File: config.mk
export PLATFORM = sky130hd
export DESIGN_NAME = state_variable_filter
export DESIGN_NICKNAME = d
export VERILOG_FILES = /design/src/svf_pkg.sv /design/src/svf_datapath.sv /design/src/svf_controller.sv /design/src/state_variable_filter.sv
export SDC_FILE = /design/constraint.sdc
export NUM_CORES = 2
export LEC_CHECK = 0
export ABC_AREA = 1
export BUFFER_PORTS_ARGS = -buffer_cell sky130_fd_sc_hd__buf_2
export CORE_MARGIN = 2
export CORE_UTILIZATION = 50
export DETAILED_ROUTE_END_ITERATION = 10
export GPL_TIMING_DRIVEN = 1
export PLACE_DENSITY = 0.76
export RECOVER_POWER = 25
export SLEW_MARGIN = 20
export SYNTH_ARGS = -nofsm -noshare
export SYNTH_HDL_FRONTEND = slang
export SYNTH_SLANG_ARGS = --single-unit
File: constraint.sdc
create_clock -name clk -period 11.4 [get_ports clk]
set_clock_uncertainty 0.2 [all_clocks]
set_input_delay 0.57 -clock clk [delete_from_list [all_inputs] [get_ports clk]]
set_output_delay 0.57 -clock clk [all_outputs]
set_load 0.03 [all_outputs]
File: src/svf_pkg.sv
// Package with widths, codes and control types shared by the state variable filter.
`default_nettype none

package svf_pkg;

    localparam int FRACTION_BITS = 14;
    localparam int SAMPLE_W      = 16;
    localparam int DATA_W        = 32;
    localparam int TUNING_W      = 15;
    localparam int DAMPING_W     = 16;
    localparam int COEF_W        = 16;
    localparam int MODE_W        = 2;
    localparam int CFG_INDEX_W   = 2;
    localparam int CFG_DATA_W    = 16;
    localparam int PROD_W        = FRACTION_BITS + DATA_W;

    localparam logic [DAMPING_W-1:0] DAMPING_RESET = DAMPING_W'(23170);

    localparam logic [CFG_INDEX_W-1:0] REG_TUNING  = 2'd0;
    localparam logic [CFG_INDEX_W-1:0] REG_DAMPING = 2'd1;
    localparam logic [CFG_INDEX_W-1:0] REG_MODE    = 2'd2;

    localparam logic [MODE_W-1:0] MODE_LOWPASS   = 2'd0;
    localparam logic [MODE_W-1:0] MODE_HIGHPASS  = 2'd1;
    localparam logic [MODE_W-1:0] MODE_BANDPASS  = 2'd2;
    localparam logic [MODE_W-1:0] MODE_BANDREJECT = 2'd3;

    typedef enum logic [2:0] {
        ST_IDLE,
        ST_MUL_BF,
        ST_MUL_BD,
        ST_ACC_HP,
        ST_MUL_HF,
        ST_ACC_BP,
        ST_MUL_BPD,
        ST_FINISH
    } svf_state_t;

    typedef enum logic {
        OPA_BAND,
        OPA_HP
    } svf_opa_t;

    typedef enum logic {
        COEF_TUNING,
        COEF_DAMPING
    } svf_coef_t;

    typedef struct packed {
        logic      load_sample;
        logic      mul_en;
        svf_opa_t  opa_sel;
        svf_coef_t coef_sel;
        logic      load_lp;
        logic      load_hp;
        logic      update_state;
        logic      load_result;
    } svf_cmd_t;

endpackage

`default_nettype wire

File: src/svf_datapath.sv
// Datapath of the state variable filter: registers, shared multiplier and result registers.
`default_nettype none

module svf_datapath
    import svf_pkg::*;
(
    input  wire logic                      clk,
    input  wire logic                      rst_n,
    input  wire svf_cmd_t                  cmd,
    input  wire logic                      cfg_we,
    input  wire logic [CFG_INDEX_W-1:0]    cfg_index,
    input  wire logic [CFG_DATA_W-1:0]     cfg_data,
    input  wire logic signed [SAMPLE_W-1:0] sample_in,
    output logic signed [DATA_W-1:0]       selected_out,
    output logic signed [DATA_W-1:0]       lowpass_out,
    output logic signed [DATA_W-1:0]       highpass_out,
    output logic signed [DATA_W-1:0]       bandpass_out,
    output logic signed [DATA_W-1:0]       bandreject_out
);

    logic [TUNING_W-1:0]      tuning_reg;
    logic [DAMPING_W-1:0]     damping_reg;
    logic [MODE_W-1:0]        mode_reg;

    logic signed [DATA_W-1:0] band_reg;
    logic signed [DATA_W-1:0] low_reg;
    logic signed [DATA_W-1:0] x_reg;
    logic signed [DATA_W-1:0] lp_reg;
    logic signed [DATA_W-1:0] hp_reg;
    logic signed [PROD_W-1:0] prod_reg;

    logic signed [DATA_W-1:0] sel_reg;
    logic signed [DATA_W-1:0] lowpass_reg;
    logic signed [DATA_W-1:0] highpass_reg;
    logic signed [DATA_W-1:0] bandpass_reg;
    logic signed [DATA_W-1:0] bandreject_reg;

    logic signed [DATA_W-1:0] opa;
    logic        [COEF_W-1:0] coef;
    logic signed [PROD_W-1:0] prod_next;
    logic signed [DATA_W-1:0] scaled;
    logic signed [DATA_W-1:0] bandreject_next;
    logic signed [DATA_W-1:0] sel_next;

    // Configuration registers.
    always_ff @(posedge clk or negedge rst_n)
    begin
        if (!rst_n)
        begin
            tuning_reg  <= '0;
            damping_reg <= DAMPING_RESET;
            mode_reg    <= MODE_LOWPASS;
        end
        else if (cfg_we)
        begin
            unique case (cfg_index)
                REG_TUNING:  tuning_reg  <= cfg_data[TUNING_W-1:0];
                REG_DAMPING: damping_reg <= cfg_data[DAMPING_W-1:0];
                REG_MODE:    mode_reg    <= cfg_data[MODE_W-1:0];
                default:     ;
            endcase
        end
    end

    // Shared multiplier: signed operand times unsigned coefficient.
    always_comb
    begin
        opa  = (cmd.opa_sel == OPA_HP) ? hp_reg : band_reg;
        coef = (cmd.coef_sel == COEF_DAMPING) ? damping_reg : COEF_W'(tuning_reg);
        prod_next = PROD_W'(opa) * PROD_W'($signed({1'b0, coef}));
    end

    // The arithmetic shift by the fraction bits, truncated to the data width.
    assign scaled = prod_reg[FRACTION_BITS +: DATA_W];

    assign bandreject_next = lp_reg + hp_reg;

    always_comb
    begin
        case (mode_reg)
            MODE_LOWPASS:   sel_next = lp_reg;
            MODE_HIGHPASS:  sel_next = hp_reg;
            MODE_BANDPASS:  sel_next = scaled;
            MODE_BANDREJECT: sel_next = bandreject_next;
            default:        sel_next = lp_reg;
        endcase
    end

    // Filter state.
    always_ff @(posedge clk or negedge rst_n)
    begin
        if (!rst_n)
        begin
            band_reg <= '0;
            low_reg  <= '0;
        end
        else if (cmd.update_state)
        begin
            band_reg <= scaled + band_reg;
            low_reg  <= lp_reg;
        end
    end

    // Working and result registers.
    always_ff @(posedge clk)
    begin
        if (cmd.load_sample)
        begin
            x_reg <= DATA_W'(sample_in);
        end
        if (cmd.mul_en)
        begin
            prod_reg <= prod_next;
        end
        if (cmd.load_lp)
        begin
            lp_reg <= scaled + low_reg;
        end
        if (cmd.load_hp)
        begin
            hp_reg <= x_reg - scaled - lp_reg;
        end
        if (cmd.load_result)
        begin
            sel_reg        <= sel_next;
            lowpass_reg    <= lp_reg;
            highpass_reg   <= hp_reg;
            bandpass_reg   <= scaled;
            bandreject_reg <= bandreject_next;
        end
    end

    assign selected_out   = sel_reg;
    assign lowpass_out    = lowpass_reg;
    assign highpass_out   = highpass_reg;
    assign bandpass_out   = bandpass_reg;
    assign bandreject_out = bandreject_reg;

endmodule

`default_nettype wire

File: src/svf_controller.sv
// Controller state machine that sequences one sample through the filter datapath.
`default_nettype none

module svf_controller
    import svf_pkg::*;
(
    input  wire logic clk,
    input  wire logic rst_n,
    input  wire logic sample_valid,
    output logic      sample_ready,
    output logic      result_valid,
    input  wire logic result_ready,
    output svf_cmd_t  cmd
);

    svf_state_t state_reg;
    svf_state_t state_next;
    logic       result_valid_reg;
    logic       result_valid_next;
    logic       slot_free;

    assign slot_free = !result_valid_reg || result_ready;

    always_ff @(posedge clk or negedge rst_n)
    begin
        if (!rst_n)
        begin
            state_reg        <= ST_IDLE;
            result_valid_reg <= 1'b0;
        end
        else
        begin
            state_reg        <= state_next;
            result_valid_reg <= result_valid_next;
        end
    end

    always_comb
    begin
        state_next = state_reg;
        unique case (state_reg)
            ST_IDLE:    if (sample_valid) state_next = ST_MUL_BF;
            ST_MUL_BF:  state_next = ST_MUL_BD;
            ST_MUL_BD:  state_next = ST_ACC_HP;
            ST_ACC_HP:  state_next = ST_MUL_HF;
            ST_MUL_HF:  state_next = ST_ACC_BP;
            ST_ACC_BP:  state_next = ST_MUL_BPD;
            ST_MUL_BPD: state_next = ST_FINISH;
            ST_FINISH:  if (slot_free) state_next = ST_IDLE;
            default:    state_next = ST_IDLE;
        endcase
    end

    always_comb
    begin
        cmd          = '0;
        cmd.opa_sel  = OPA_BAND;
        cmd.coef_sel = COEF_TUNING;
        sample_ready = 1'b0;
        unique case (state_reg)
            ST_IDLE:
            begin
                sample_ready    = 1'b1;
                cmd.load_sample = sample_valid;
            end
            ST_MUL_BF:
            begin
                cmd.mul_en = 1'b1;
            end
            ST_MUL_BD:
            begin
                cmd.mul_en   = 1'b1;
                cmd.coef_sel = COEF_DAMPING;
                cmd.load_lp  = 1'b1;
            end
            ST_ACC_HP:
            begin
                cmd.load_hp = 1'b1;
            end
            ST_MUL_HF:
            begin
                cmd.mul_en  = 1'b1;
                cmd.opa_sel = OPA_HP;
            end
            ST_ACC_BP:
            begin
                cmd.update_state = 1'b1;
            end
            ST_MUL_BPD:
            begin
                cmd.mul_en   = 1'b1;
                cmd.coef_sel = COEF_DAMPING;
            end
            ST_FINISH:
            begin
                cmd.load_result = slot_free;
            end
            default: ;
        endcase
    end

    always_comb
    begin
        if (cmd.load_result)
        begin
            result_valid_next = 1'b1;
        end
        else if (result_ready)
        begin
            result_valid_next = 1'b0;
        end
        else
        begin
            result_valid_next = result_valid_reg;
        end
    end

    assign result_valid = result_valid_reg;

endmodule

`default_nettype wire

File: src/state_variable_filter.sv
// Top level of the fixed-point Chamberlin state variable filter.
//
//  Channel   Signals                                    Direction
//  cfg       cfg_valid, cfg_ready, cfg_index, cfg_data  in
//  sample    sample_valid, sample_ready, sample_in      in
//  result    result_valid, result_ready, *_out          out
//
// From the acceptance of a sample to the next acceptance, four products go
// through the one shared multiplier, each followed by an accumulate step.
// The result registers hold a finished transaction while the next sample is worked on;
// the final step waits only if the previous result has not been taken.
// Reset clears both integrators and loads the register defaults; no clearing pass.
// Configuration writes are taken in any cycle.
`default_nettype none

module state_variable_filter
    import svf_pkg::*;
(
    input  wire logic                       clk,
    input  wire logic                       rst_n,
    input  wire logic                       cfg_valid,
    output logic                            cfg_ready,
    input  wire logic [CFG_INDEX_W-1:0]     cfg_index,
    input  wire logic [CFG_DATA_W-1:0]      cfg_data,
    input  wire logic                       sample_valid,
    output logic                            sample_ready,
    input  wire logic signed [SAMPLE_W-1:0] sample_in,
    output logic                            result_valid,
    input  wire logic                       result_ready,
    output logic signed [DATA_W-1:0]        selected_out,
    output logic signed [DATA_W-1:0]        lowpass_out,
    output logic signed [DATA_W-1:0]        highpass_out,
    output logic signed [DATA_W-1:0]        bandpass_out,
    output logic signed [DATA_W-1:0]        bandreject_out
);

    svf_cmd_t cmd;

    assign cfg_ready = 1'b1;

    svf_controller u_ctrl (
        .clk          (clk),
        .rst_n        (rst_n),
        .sample_valid (sample_valid),
        .sample_ready (sample_ready),
        .result_valid (result_valid),
        .result_ready (result_ready),
        .cmd          (cmd)
    );

    svf_datapath u_dp (
        .clk            (clk),
        .rst_n          (rst_n),
        .cmd            (cmd),
        .cfg_we         (cfg_valid && cfg_ready),
        .cfg_index      (cfg_index),
        .cfg_data       (cfg_data),
        .sample_in      (sample_in),
        .selected_out   (selected_out),
        .lowpass_out    (lowpass_out),
        .highpass_out   (highpass_out),
        .bandpass_out   (bandpass_out),
        .bandreject_out (bandreject_out)
    );

    // A new result is never written over one that has not been taken.
    assert property (@(posedge clk) disable iff (!rst_n)
        cmd.load_result |-> (!result_valid || result_ready))
        else $error("result register overwritten before its transaction");

    // Loading a result presents it on the next cycle.
    assert property (@(posedge clk) disable iff (!rst_n)
        cmd.load_result |=> result_valid)
        else $error("loaded result not presented");

    // Once a sample is taken, the block is busy with it.
    assert property (@(posedge clk) disable iff (!rst_n)
        (sample_valid && sample_ready) |=> !sample_ready)
        else $error("sample taken while previous sample in progress");

    // The sample register loads only on an accepted transaction.
    assert property (@(posedge clk) disable iff (!rst_n)
        cmd.load_sample |-> (sample_valid && sample_ready))
        else $error("sample loaded without a transaction");

endmodule

`default_nettype wire
# Yosys cells after proc, flatten, opt, wreduce, memory -nomap -nowiden
# Cells that the tools add are included.
# word_totals
reg_bits,387
input_bits,39
# classes
n_addsub,5
multipliers,1
eq_ne,14
mux,17
reduce_logical,12
# op_table
op,n
$pmux W32 S4,1
$add A32 B32 Y32,3
$mul A32 B17 Y46,1
$mux W32,1
$sub A16 B32 Y32,1
$sub A32 B32 Y32,1
$pmux W3 S8,1
$mux W16,1
$eq A3 B3 Y1 const B,4
$mux W1,11
$reduce_and A2 Y1,4
$eq A2 B2 Y1 const B,3
$eq A3 B2 Y1 const B,2
$mux W3,2
$eq A2 B1 Y1 const B,2
$logic_not A2 Y1,2
$reduce_or A4 Y1,1
$eq A3 B1 Y1 const B,1
$logic_not A3 Y1,1
$ne A2 B1 Y1 const B,1
$ne A2 B2 Y1 const B,1
$reduce_bool A2 Y1,1
$reduce_or A2 Y1,1
$logic_not A1 Y1,1
$logic_or A1 B1 Y1,1

# Longest topological paths before layout
# depth
word_depth,5
ltp_mapped,34
ltp_nobuf,33

# Cells and area by module
# A second synthesis with hierarchy kept.
# unflattened
hier_cells,4975
area_unflattened_um2,40532.6
# by_module_without_submodules
mod,instances,cells_per_inst,area_each_um2,seq_area_each_um2
svf_datapath,1,4920,40147.3,10602.7
svf_controller,1,53,374.1,100.1
state_variable_filter,1,2,11.3,0.0

# Worst setup path after synthesis
# No wires, ideal clock.
# synth_path
path_kind,register to register
start,register u_ctrl.result_valid_reg (netlist: u_ctrl.result_valid)
end,register u_dp.bandpass_reg[0] (netlist: u_dp.bandpass_out[0]) (enable)
setup_ps,686
arrival_time_ps,7333
setup_slack_ps,3182
path_stages_with_launch,4
n_path_buf,0
cell_sequence,dfrtp_1 > inv_1 > nor2_1 > nor2_1
# synth_rtl
item,line_no,rtl
start: declaration,svf_controller.sv:18,logic result_valid_reg;
start signal: assignment,svf_controller.sv:34,result_valid_reg <= result_valid_next;
end signal: assignment,svf_datapath.sv:128,bandpass_reg <= scaled;
end: declaration,svf_datapath.sv:35,logic signed [DATA_W-1:0] bandpass_reg;

# Final worst setup path
# layout_path
start,register u_ctrl.state_reg[0]
end,"register u_dp.prod_reg[40], data pin"
# layout_via
elab_chain_cells,5
# layout_lines
item,line_no,rtl
start: declaration,svf_controller.sv:16,svf_state_t state_reg;
start signal: assignment,svf_controller.sv:33,state_reg <= state_next;
$eq A3 B2 Y1 or $eq A3 B3 Y1 (tied branches),svf_controller.sv:60,unique case (state_reg)
$reduce_or A2 Y1 (no source line),--,
$mux W1,svf_controller.sv:60,
$mux W16,svf_datapath.sv:69,coef = (cmd.coef_sel == COEF_DAMPING) ? damping_reg : COEF_W'(tuning_reg);
$mul A32 B17 Y46 *,svf_datapath.sv:70,"prod_next = PROD_W'(opa) * PROD_W'($signed({1'b0, coef}));"
via u_dp.prod_next[40],svf_datapath.sv:40,logic signed [PROD_W-1:0] prod_next;
end signal: assignment,svf_datapath.sv:113,prod_reg <= prod_next;
end: declaration,svf_datapath.sv:30,logic signed [PROD_W-1:0] prod_reg;
# Mark *: on every way through the listed nets, which the timed path passes. The rest lies on a longest branch.
# A chain may end at the register's enable or synchronous reset.

==> impl_metrics.csv <==
group,metric,value,unit
floorplanning,start_util,0.505,
grt,grt_use_total,0.331,
sta,max_freq,0.121,GHz
clocking,cts_tree,"built",
critical_path,arrival,8.38,ns
synth,ys_seq_area_frac,0.264,
floorplanning,core-area,80400,um2
clocking,clock-sinks,373,
critical_path,worst-path-max-fanout,29,
drt,dr.first_iter.drc_count,2780,
placed_design,gp_congestion,1.04,
grt,grt_max_degree,79,
clocking,clock_latency,0.60,ns
drt,ant_nets,0,
synth,yosys_most_used_dff,"edfxtp_1",
clocking,cts_buffers,43,
cells_and_area,area_growth_syn_to_layout,9.22,%
sta,fin_crit,8.25,ns
status,status,"complete, but fails checks",
floorplanning,rows,104,
floorplanning,die_area,83500,um2
hold_path,worstHoldPathCells,2,
drt,first_pass_iters,6,
critical_path,cp-end-kind,"flip-flop",
sta,tns,0,ns
critical_path,critPathLaunchType,"flip-flop",
drt,drt-total-wl,136000,um
clocking,htreeDepth,2,
placed_design,port-buffer-count,200,
grt,grt_pass1_vias,35800,
sta,hold_viol_final,0,
critical_path,required,11.53,ns
floorplanning,die_h,289,um
sta,post-route-period-util,0.724,
synth,synth_cells,4978,
synth,avgSynthCellArea,8.16,um2
synth,synth-edff-count,272,
clocking,postCtsSetupBuffers,0,
sta,rsz0062_at_grt,"false",
sta,slew_headroom,-1.46,
clocking,path_clk_slew,0.06,ns
job,maxCapViolCount,3,
clocking,ctsResizeCount,0,
critical_path,crit_type,"reg2reg",
drt,wire_per_inst,21.6,um
floorplanning,ios,202,
floorplanning,dieWidth,289,um
placed_design,dp_hpwl,111000,um
status,violations,"capacitance limit, slew limit",
grt,grt-ovfl-total,0,
critical_path,reg2reg_depth,26,
synth,yosysWarnings,0,
synth,syn_area,40600,um2
sta,slew_viol_final,130,
synth,async_flop_share,0.271,
clocking,cts_buffer_depth,3,
hold_path,min_path_type,"in2reg",
drt,viasPerCell,5.48,
cells_and_area,num_antenna_cells,0,
synth,ys_types,57,
sta,worstMarginPinSlew,3.68,ns
grt,grt_pass1_wl,206000,um
drt,vias,34400,
grt,antenna_found_initial,3,
drt,drc_errors,0,
sta,setup_viol,0,
synth,synth_nets,5756,
cells_and_area,drive_gt1_frac,0.0754,
synth,synth_seq_cells,373,
cells_and_area,layout.nets,5961,
clocking,cts_root_buf,"clkbuf_16",
cell usage in the layout (no fill, tap or decap), types with 22 or more instances in the layout:
cell,Yosys,final
nor2_1,486,481
and2_1,22,22
inv_1,1055,1054
edfxtp_1,272,272
o21ai_0,189,183
o21ai_2,20,26
fa_1,501,501
nand2_1,1248,1248
buf_4,3,39
clkbuf_1,37,36
buf_2,55,177
o21bai_1,28,28
nand3_1,170,170
ha_1,238,238
xnor2_1,36,36
nand4_1,43,43
inv_2,21,22
a21oi_1,189,189
clkbuf_16,0,43
dfrtp_1,95,95
xor2_1,68,68
kinds of logic after synthesis:
kind of cell    synth area share
compound gates            0.0739
xor+xnor                  0.0224
fa+ha+maj                  0.320
buf+inv                    0.112
flops                      0.264
mux                     0.000277
other cells            0.0000923
simple gates               0.208
cells in the mapped netlist, drive strengths merged (22+ instances only):
cell    instances  area, um2
nand2        1269       4830
fa            501      10000
nor2          493       1870
xnor2          36        315
nand3         174        891
nor3           28        175
inv          1077       4050
nand4          43        269
buf            63        347
xor2           68        596
dfrtp          95       2380
o21ai         225       1260
ha            238       2980
clkbuf         37        139
edfxtp        272       8170
and2           22        138
o21bai         29        221
a21oi         189        946
layer usage:
metal  GRT usage  up-vias  share of wire
met3      0.0454      402          0.069
met4       0.181        4          0.063
li1            -    15700              -
met5           0        -        0.00020
met2       0.584     1503           0.50
met1       0.391    16800           0.37
cell type report:
| cell class | count | area (um2) |
|---|---|---|
| inverters | 1079 | 4050 |
| fillers | 7518 | 36100 |
| clock inverters | 20 | 214 |
| clock buffers | 56 | 1140 |
| multi-input cells | 3426 | 25400 |
| flip-flops and latches | 373 | 10700 |
| well taps | 1060 | 1330 |
| repair buffers | 260 | 1490 |
final timing paths:
kind / slack (ns) / end / startpoint
max: 3.15 / u_dp.prod_reg[40]$_DFFE_PP_ / u_ctrl.state_reg[0]$_DFFE_PN0P_
min in group asynchronous: 1.59 / u_dp.damping_reg[3]$_DFFE_PN0P_ / rst_n
max reg2reg: 3.15 / u_dp.prod_reg[40]$_DFFE_PP_ / u_ctrl.state_reg[0]$_DFFE_PN0P_
max in group asynchronous: 7.17 / u_dp.low_reg[29]$_DFFE_PN0P_ / rst_n
min reg2reg: 0.28 / u_dp.tuning_reg[4]$_DFFE_PN0P_ / u_dp.tuning_reg[4]$_DFFE_PN0P_
min: 0.02 / u_dp.damping_reg[15]$_DFFE_PN0P_ / cfg_data[15]
stage by stage:
stage / cell area (um2) / setup slack [ns] / hold slack [ns] / cells / utilization
2_1_floorplan: 40600 / 3.18 / 0.0744 / 4978 / -
4_1_cts: 44400 / 3.16 / 0.00703 / 6273 / 0.552
3_3_place_gp: 42800 / 3.25 / 0.262 / 6179 / 0.533
6_report: 44400 / 3.15 / 0.0211 / 6274 / 0.552
5_1_grt: 44400 / 2.82 / 0.0171 / 6274 / 0.552
3_5_place_dp: 42900 / 3.22 / 0.273 / 6180 / 0.533
critical path, cell delays in order (launching register included):
cell     delay, ns
dfrtp_1       0.39
inv_1         0.11
ha_1          0.24
buf_4         0.36
nand2_1       0.11
o21ai_2       0.07
buf_4         0.41
inv_1         0.34
nor2_1        0.28
inv_1         0.14
fa_1          0.64
fa_1          0.75
inv_1         0.18
fa_1          0.49
fa_1          0.50
fa_1          0.49
inv_1         0.05
fa_1          0.47
inv_1         0.04
ha_1          0.38
nand2_1       0.12
nor2_1        0.26
nand2_1       0.15
nor4_1        0.34
nand3_1       0.22
nand4_1       0.15
nand2_1       0.06
what timing repair did:
action / in CTS / in global routing
endpoints found under the hold margin: 68 / 0
hold buffers: 17 / 0
endpoints found under the setup margin: 0 / 0
Power is left out: the tool's default activity adds up to more than one toggle a clock period on the data nets, which glitch-free logic cannot reach.
